### config.mk
export PLATFORM = sky130hd
export DESIGN_NAME = multilevel_priority_fifo
export DESIGN_NICKNAME = d
export VERILOG_FILES = /design/src/design/mpf_pkg.sv /design/src/design/mpf_ctrl.sv /design/src/design/mpf_datapath.sv /design/src/design/multilevel_priority_fifo.sv
export SDC_FILE = /design/constraint.sdc
export NUM_CORES = 2
export LEC_CHECK = 0
export BUFFER_PORTS_ARGS = -buffer_cell sky130_fd_sc_hd__clkbuf_2
export CORE_ASPECT_RATIO = 1.25
export CORE_MARGIN = 5
export CORE_UTILIZATION = 40
export DETAILED_ROUTE_END_ITERATION = 10
export GPL_TIMING_DRIVEN = 0
export PLACE_DENSITY_LB_ADDON = 0.2
export SLEW_MARGIN = 20
export SYNTH_ARGS = -nofsm -noshare
export SYNTH_HDL_FRONTEND = slang
export SYNTH_SLANG_ARGS = --single-unit
### constraint.sdc
create_clock -name clk -period 5.2 [get_ports clk]
set_input_delay 0 -clock clk [delete_from_list [all_inputs] [get_ports clk]]
set_output_delay 0 -clock clk [all_outputs]
set_load 0.02 [all_outputs]
### src/design/mpf_pkg.sv
// Shared constants, codes and the controller-to-datapath command bundle.
package mpf_pkg;

    localparam int MAX_LEVELS_DEF = 8;
    localparam int CAPACITY_DEF   = 64;
    localparam int ID_BITS_DEF    = 16;

    localparam logic [1:0] ACT_PUSH  = 2'd0;
    localparam logic [1:0] ACT_POP   = 2'd1;
    localparam logic [1:0] ACT_CLEAR = 2'd2;

    localparam logic [1:0] ST_OK     = 2'd0;
    localparam logic [1:0] ST_EMPTY  = 2'd1;
    localparam logic [1:0] ST_FULL   = 2'd2;
    localparam logic [1:0] ST_BADLVL = 2'd3;

    typedef struct packed {
        logic capture;
        logic commit;
    } cmd_t;

endpackage

### src/design/mpf_ctrl.sv
// Request sequencer: capture cycle, then commit cycle gated by the output register.
module mpf_ctrl (
    input  logic          clk,
    input  logic          rst_n,
    input  logic          in_valid,
    output logic          in_ready,
    output logic          out_valid,
    input  logic          out_ready,
    output mpf_pkg::cmd_t cmd
);

    typedef enum logic {
        S_IDLE,
        S_EXEC
    } state_t;

    state_t state_reg;
    logic   out_valid_reg;

    assign in_ready    = (state_reg == S_IDLE);
    assign cmd.capture = in_valid && (state_reg == S_IDLE);
    assign cmd.commit  = (state_reg == S_EXEC) && (!out_valid_reg || out_ready);
    assign out_valid   = out_valid_reg;

    always_ff @(posedge clk or negedge rst_n)
    begin
        if (!rst_n)
        begin
            state_reg     <= S_IDLE;
            out_valid_reg <= 1'b0;
        end
        else
        begin
            case (state_reg)
                S_IDLE:
                begin
                    if (in_valid)
                        state_reg <= S_EXEC;
                end
                S_EXEC:
                begin
                    if (cmd.commit)
                        state_reg <= S_IDLE;
                end
                default: state_reg <= S_IDLE;
            endcase

            if (cmd.commit)
                out_valid_reg <= 1'b1;
            else if (out_ready)
                out_valid_reg <= 1'b0;
        end
    end

endmodule

### src/design/mpf_datapath.sv
// Level pointers, linked entry store, free stack and result register.
module mpf_datapath #(
    parameter int MAX_LEVELS = mpf_pkg::MAX_LEVELS_DEF,
    parameter int CAPACITY   = mpf_pkg::CAPACITY_DEF,
    parameter int ID_BITS    = mpf_pkg::ID_BITS_DEF,
    localparam int LVL_W     = (MAX_LEVELS > 1) ? $clog2(MAX_LEVELS) : 1,
    localparam int NL_W      = $clog2(MAX_LEVELS + 1),
    localparam int CNT_W     = $clog2(CAPACITY + 1)
) (
    input  logic               clk,
    input  logic               rst_n,
    input  mpf_pkg::cmd_t      cmd,
    input  logic               cfg_we,
    input  logic [NL_W-1:0]    cfg_wdata,
    input  logic [1:0]         action,
    input  logic [LVL_W-1:0]   priority_req,
    input  logic [ID_BITS-1:0] task_id,
    output logic [1:0]         status,
    output logic [ID_BITS-1:0] popped_id,
    output logic [CNT_W-1:0]   total_count
);

    localparam int ADDR_W = $clog2(CAPACITY);
    localparam int CMP_W  = NL_W + LVL_W;

    typedef enum logic [1:0] {
        OP_NONE,
        OP_PUSH,
        OP_POP,
        OP_CLEAR
    } op_t;

    logic [NL_W-1:0]       num_levels_reg;
    logic [ADDR_W-1:0]     head_ptr_reg [MAX_LEVELS];
    logic [ADDR_W-1:0]     tail_ptr_reg [MAX_LEVELS];
    logic [MAX_LEVELS-1:0] nonempty_reg;
    // free_head doubles as the queued total; hw marks free-stack slots never rewritten
    logic [CNT_W-1:0]      free_head_reg;
    logic [CNT_W-1:0]      free_head_next;
    logic [CNT_W-1:0]      hw_reg;

    logic [ID_BITS-1:0]    id_mem   [CAPACITY];
    logic [ADDR_W-1:0]     link_mem [CAPACITY];
    logic [ADDR_W-1:0]     free_mem [CAPACITY];

    op_t                   op_reg;
    logic [1:0]            st_reg;
    logic [LVL_W-1:0]      lvl_reg;
    logic [ID_BITS-1:0]    id_reg;
    logic                  fresh_reg;
    logic [ID_BITS-1:0]    id_rd_reg;
    logic [ADDR_W-1:0]     link_rd_reg;
    logic [ADDR_W-1:0]     free_rd_reg;

    logic [1:0]            status_reg;
    logic [ID_BITS-1:0]    popped_id_reg;
    logic [CNT_W-1:0]      total_count_reg;

    logic [NL_W-1:0]       lvl_use;
    logic                  lvl_ok;
    logic                  lvl_ne;
    logic                  full;
    logic [ADDR_W-1:0]     head_sel;
    op_t                   op_dec;
    logic [1:0]            st_dec;

    logic [ADDR_W-1:0]     push_entry;
    logic [ADDR_W-1:0]     pop_entry;
    logic [CNT_W-1:0]      fh_dec;

    // Level count register: zero acts as one, above the maximum acts as the maximum
    always_comb
    begin
        if (num_levels_reg == '0)
            lvl_use = NL_W'(1);
        else if (num_levels_reg > NL_W'(MAX_LEVELS))
            lvl_use = NL_W'(MAX_LEVELS);
        else
            lvl_use = num_levels_reg;
    end

    assign lvl_ok   = CMP_W'(priority_req) < CMP_W'(lvl_use);
    assign lvl_ne   = lvl_ok ? nonempty_reg[priority_req] : 1'b0;
    assign head_sel = lvl_ok ? head_ptr_reg[priority_req] : '0;
    assign full     = (free_head_reg == CNT_W'(CAPACITY));

    // Decode of an incoming request; bad level is checked before full store
    always_comb
    begin
        op_dec = OP_NONE;
        st_dec = mpf_pkg::ST_OK;
        case (action)
            mpf_pkg::ACT_PUSH:
            begin
                if (!lvl_ok)
                    st_dec = mpf_pkg::ST_BADLVL;
                else if (full)
                    st_dec = mpf_pkg::ST_FULL;
                else
                    op_dec = OP_PUSH;
            end
            mpf_pkg::ACT_POP:
            begin
                if (!lvl_ok)
                    st_dec = mpf_pkg::ST_BADLVL;
                else if (!lvl_ne)
                    st_dec = mpf_pkg::ST_EMPTY;
                else
                    op_dec = OP_POP;
            end
            mpf_pkg::ACT_CLEAR: op_dec = OP_CLEAR;
            default: op_dec = OP_NONE;
        endcase
    end

    always_ff @(posedge clk or negedge rst_n)
    begin
        if (!rst_n)
            op_reg <= OP_NONE;
        else if (cmd.capture)
            op_reg <= op_dec;
    end

    always_ff @(posedge clk)
    begin
        if (cmd.capture)
        begin
            st_reg    <= st_dec;
            lvl_reg   <= priority_req;
            id_reg    <= task_id;
            fresh_reg <= (free_head_reg == hw_reg);
        end
    end

    // Slots at or above the high-water mark still hold their own index
    assign push_entry = fresh_reg ? free_head_reg[ADDR_W-1:0] : free_rd_reg;
    assign pop_entry  = head_ptr_reg[lvl_reg];
    assign fh_dec     = free_head_reg - CNT_W'(1);

    always_comb
    begin
        case (op_reg)
            OP_PUSH:  free_head_next = free_head_reg + CNT_W'(1);
            OP_POP:   free_head_next = fh_dec;
            OP_CLEAR: free_head_next = '0;
            default:  free_head_next = free_head_reg;
        endcase
    end

    // Entry store: read at capture, written at commit
    always_ff @(posedge clk)
    begin
        if (cmd.capture)
        begin
            id_rd_reg   <= id_mem[head_sel];
            link_rd_reg <= link_mem[head_sel];
            free_rd_reg <= free_mem[free_head_reg[ADDR_W-1:0]];
        end
        if (cmd.commit && (op_reg == OP_PUSH))
            id_mem[push_entry] <= id_reg;
    end

    always_ff @(posedge clk)
    begin
        if (cmd.commit && (op_reg == OP_PUSH) && nonempty_reg[lvl_reg])
            link_mem[tail_ptr_reg[lvl_reg]] <= push_entry;
    end

    always_ff @(posedge clk)
    begin
        if (cmd.commit && (op_reg == OP_POP))
            free_mem[fh_dec[ADDR_W-1:0]] <= pop_entry;
    end

    always_ff @(posedge clk or negedge rst_n)
    begin
        if (!rst_n)
        begin
            num_levels_reg <= NL_W'(MAX_LEVELS);
            nonempty_reg   <= '0;
            free_head_reg  <= '0;
            hw_reg         <= '0;
            for (int i = 0; i < MAX_LEVELS; i++)
            begin
                head_ptr_reg[i] <= '0;
                tail_ptr_reg[i] <= '0;
            end
        end
        else
        begin
            if (cfg_we)
                num_levels_reg <= cfg_wdata;
            if (cmd.commit)
            begin
                free_head_reg <= free_head_next;
                case (op_reg)
                    OP_PUSH:
                    begin
                        if (!nonempty_reg[lvl_reg])
                        begin
                            head_ptr_reg[lvl_reg] <= push_entry;
                            nonempty_reg[lvl_reg] <= 1'b1;
                        end
                        tail_ptr_reg[lvl_reg] <= push_entry;
                        if (fresh_reg)
                            hw_reg <= hw_reg + CNT_W'(1);
                    end
                    OP_POP:
                    begin
                        if (pop_entry == tail_ptr_reg[lvl_reg])
                        begin
                            nonempty_reg[lvl_reg] <= 1'b0;
                            head_ptr_reg[lvl_reg] <= '0;
                            tail_ptr_reg[lvl_reg] <= '0;
                        end
                        else
                            head_ptr_reg[lvl_reg] <= link_rd_reg;
                    end
                    OP_CLEAR:
                    begin
                        nonempty_reg <= '0;
                        hw_reg       <= '0;
                        for (int i = 0; i < MAX_LEVELS; i++)
                        begin
                            head_ptr_reg[i] <= '0;
                            tail_ptr_reg[i] <= '0;
                        end
                    end
                    default: ;
                endcase
            end
        end
    end

    always_ff @(posedge clk)
    begin
        if (cmd.commit)
        begin
            status_reg      <= st_reg;
            popped_id_reg   <= (op_reg == OP_POP) ? id_rd_reg : '0;
            total_count_reg <= free_head_next;
        end
    end

    assign status      = status_reg;
    assign popped_id   = popped_id_reg;
    assign total_count = total_count_reg;

endmodule

### src/design/multilevel_priority_fifo.sv
// Each request has a capture and a commit step: the accept edge registers the decode and
// issues the single read of the entry, link and free-stack memories, and the commit edge
// updates the pointers and makes the one write per memory. The result then waits in an
// output register; the block takes the next request meanwhile, but that request commits
// only once the earlier result is taken. A clear commits like any request: the free stack
// uses a high-water mark, not a rebuild sweep, and reset needs no clearing pass. The user
// must write levels via cfg_we/cfg_wdata only while idle; the block does not enforce it.
module multilevel_priority_fifo #(
    parameter int MAX_LEVELS = mpf_pkg::MAX_LEVELS_DEF,
    parameter int CAPACITY   = mpf_pkg::CAPACITY_DEF,
    parameter int ID_BITS    = mpf_pkg::ID_BITS_DEF,
    localparam int LVL_W     = (MAX_LEVELS > 1) ? $clog2(MAX_LEVELS) : 1,
    localparam int NL_W      = $clog2(MAX_LEVELS + 1),
    localparam int CNT_W     = $clog2(CAPACITY + 1)
) (
    input  logic               clk,
    input  logic               rst_n,
    input  logic               cfg_we,
    input  logic [NL_W-1:0]    cfg_wdata,
    input  logic               in_valid,
    output logic               in_ready,
    input  logic [1:0]         action,
    input  logic [LVL_W-1:0]   priority_req,
    input  logic [ID_BITS-1:0] task_id,
    output logic               out_valid,
    input  logic               out_ready,
    output logic [1:0]         status,
    output logic [ID_BITS-1:0] popped_id,
    output logic [CNT_W-1:0]   total_count
);

    mpf_pkg::cmd_t cmd;

    mpf_ctrl u_ctrl (
        .clk       (clk),
        .rst_n     (rst_n),
        .in_valid  (in_valid),
        .in_ready  (in_ready),
        .out_valid (out_valid),
        .out_ready (out_ready),
        .cmd       (cmd)
    );

    mpf_datapath #(
        .MAX_LEVELS (MAX_LEVELS),
        .CAPACITY   (CAPACITY),
        .ID_BITS    (ID_BITS)
    ) u_datapath (
        .clk          (clk),
        .rst_n        (rst_n),
        .cmd          (cmd),
        .cfg_we       (cfg_we),
        .cfg_wdata    (cfg_wdata),
        .action       (action),
        .priority_req (priority_req),
        .task_id      (task_id),
        .status       (status),
        .popped_id    (popped_id),
        .total_count  (total_count)
    );

endmodule

==> flow_summary.ini <==
[outcome]
status = finished, violations left
violations = setup timing

[clock_network]
numClockSinks = 1993
cts_tree = done
clockBufferDepth = 3
cts_made_buffers = 200
htreeDepth = 4
cts-root-buf = clkbuf_16
path_clk_slew_ns = 0.06
clock_latency_ns = 0.89

[route]
postRouteAntennaNets = 0
drc = 0
drtIter0Drc = 7729
avgViaCountPerCell = 6.20
first_pass_iters = 8
wl_per_cell_um = 37.1
num_vias = 52300
wl_um = 313000

[worst_setup_path]
critPathCaptureType = flip-flop
cpMaxStageDelayCell = buf_2
worstPathRequired_ns = 5.81
critPathArrivalTime_ns = 5.96
slowest_delay_ns = 0.81
critPathMostFrequentCell = clkbuf_2
path_delay_family = buffers and inverters
critical_path_class = input pin to flip-flop
cp_num_cells = 12
cp_cell_sequence = dlygate4sd3_1, clkbuf_2, clkdlybuf4s15_1, mux4_2, buf_2, clkbuf_2, clkbuf_2, buf_2, mux2i_1, o221ai_1, a32oi_1, a211oi_2
crit_path_start_kind = input pin
cp_max_fo = 10
cp_num_buf_inv = 7
reg2reg_depth = 10

[finish]
areaGrowthSynthToFinish_pct = 17.5
fillers = 17300
largest_reg_flops = 1024
final_layout_size_suffix_gt1_share_pct = 18.7
top_register = u_datapath.id_mem
post-route-util_pct = 47.4
nNetsFinal = 5698
stdcell_area_um2 = 94400

[die]
pin_count = 57
die_y_um = 511
die_w_um = 411
core-area_um2 = 199000
start_util_pct = 40.3
fp-row-count = 183
die_area_um2 = 210000

[global_route]
met2_usage_pct = 47.1
grt.total_usage_pct = 29.2
grt_max_degree = 67
grt-ovfl-total = 0
grt.busiest_layer = met2
grt_pass1_vias = 49800
grt_pass1_wl_um = 421000
grt_util_met1_pct = 35.6
grtUsageMet3_pct = 5.82
antenna_found_initial = 21

[timing]
worstMarginPinSlew_ns = 1.34
fin_ws_ns = -0.155
finalSetupViolations = 18
period_needed_ns = 5.35
fin_crit_sh_pct = 103
drv_slew = 0
final-hold-violation-count = 0
fmax_mhz = 187
fin_skew_ns = 0.0707
setup-tns-final_ns = -1.62
max_slew_margin_pct = 10.7

[placed_design]
postPlaceCellArea_um2 = 86300
post-place-ws_ns = -2.31
gp_congestion = 1.04
portBuffers = 56
dp_hpwl_um = 224000

[job]
maxCapViolCount = 0

[synthesis]
synth_cells = 5194
syn_area_um2 = 80300
synth_edf_count = 1867
yosysSeqAreaShare_pct = 73.8
synth_cell_types = 70
synth-seq-cells = 1993
postSynthAreaPerCell_um2 = 15.5
yosysTopAreaCell = edfxtp_1
yosys_warnings = 0
synth_ff_type = edfxtp_1
synth_top_area_share_pct = 69.8
synth_nets = 5230
async_flop_share_pct = 6.32
ys_top_cells_by_area = edfxtp_1, mux4_2, mux2i_1

[power_and_ir_drop]
total_power_mw = 54.1
power_leakage_nw = 32.7
cellPowerDensity_nw_per_um2 = 573
peakVddDrop_mv = 0.390

[min_path]
whs_path_depth = 4
holdCritPathClass = input pin to flip-flop
-- tightest hold or removal path, stage by stage --
cell and delay (ns):
dlygate4sd3_1 0.54, clkbuf_2 0.15, a21oi_1 0.07, o21ai_0 0.14
-- area by class of cell --
type	instances	area (µm²)	share of cell area, %
antenna	14	35.0	0.0371
timing repair buffer	268	3130	3.32
sequential	1993	59200	62.8
inverter	26	113	0.119
buffer	333	1640	1.74
clock buffer	257	5370	5.69
multi-input combinational	2840	20400	21.6
clock inverter	112	1200	1.27
tap	2590	3240	3.43
-- routing by layer --
| metal | vias up | part of all wire [%] |
|---|---|---|
| li1 | 21200 | - |
| met1 | 27000 | 36 |
| met2 | 3192 | 47 |
| met3 | 820 | 8.8 |
| met4 | 4 | 8.5 |
| met5 | - | 0.0093 |
-- repair_timing --
item	in CTS	in global routing
gates resized for setup	196	58
setup endpoints to repair	1400	785
pin swaps	4	0
setup buffers	6	0
gates cloned	0	0
hold buffers	61	0
hold endpoints to repair	187	0
-- cell usage in the layout (no fill, tap or decap), types with 60 or more instances in the layout --
cell type	count
a21oi_1	124
a31oi_1	111
buf_8	66
clkbuf_1	164
clkbuf_16	204
clkbuf_2	155
dfrtp_1	125
dlygate4sd3_1	60
edfxtp_1	1867
mux2i_1	325
mux4_2	167
nand2_1	765
nand3_1	220
nor2_1	172
nor2_2	82
o21ai_0	158
o221ai_1	103
-- logic make-up (layout without fill, tap and decap cells) --
family	after synthesis	in the layout	share of synthesized area (%)
buffers and inverters	361	996	1.78
adders and majority gates	6	6	0.0935
DFF	1993	1993	73.8
muxes	543	543	9.45
AOI/OAI and AO/OA	822	822	7.00
and+or+nand+nor	1445	1445	7.65
other	0	14	0
xor gates and xnor gates	24	24	0.262
-- per-stage QoR --
step           hold WS [ns]  instances
5_1_grt              0.0645       8423
3_5_place_dp         0.0432       7985
3_3_place_gp          0.177       7840
6_report             0.0667       8433
2_1_floorplan        -0.296       5194
4_1_cts            0.000540       8420
-- cells in the mapped netlist (8+ instances only) --
cell type / n
nand2b_1: 10
and3_1: 36
mux4_2: 167
nand3b_1: 10
xnor2_1: 12
or4_1: 14
nor4_1: 9
nor2_1: 280
a221oi_1: 28
a32oi_1: 42
o21a_1: 8
o21ai_0: 180
a32o_1: 14
xor2_1: 12
a211o_1: 10
o221a_2: 8
nand2_1: 777
and2_1: 20
buf_2: 41
o221ai_1: 104
a21oi_1: 129
nor3b_1: 10
o311ai_0: 12
a22o_1: 29
dfrtp_1: 125
nand3_1: 221
a211oi_1: 19
mux2i_1: 329
edfxtp_1: 1867
mux2_2: 47
a221o_1: 9
a311oi_1: 14
o22ai_1: 36
inv_1: 25
buf_1: 51
a31oi_1: 117
clkbuf_1: 240
nor3_1: 33
a22oi_1: 16
o211ai_1: 9
nor2b_1: 10
-- power breakdown --
part           internal (mW)  switching (mW)
combinational           5.15            14.3
clock                   8.31            6.38
sequential              19.5           0.491
total                   32.9            21.1
-- worst paths after layout --
path / from / to / slack (ns)
worst max-delay path: priority_req[2] / u_datapath.id_rd_reg[1] / -0.15
worst min-delay path: action[1] / u_datapath.op_reg[1] / 0.07
worst max register to register: flip-flop / u_datapath.id_rd_reg[1] / -0.13
worst min register to register: u_datapath.st_reg[0] / u_datapath.status[0] / 0.49
max in group asynchronous: rst_n / u_datapath.hw_reg[4] / 4.52
min in group asynchronous: rst_n / u_datapath.num_levels_reg[3] / 0.28
No activity file was read; power rests on OpenSTA's default activity.
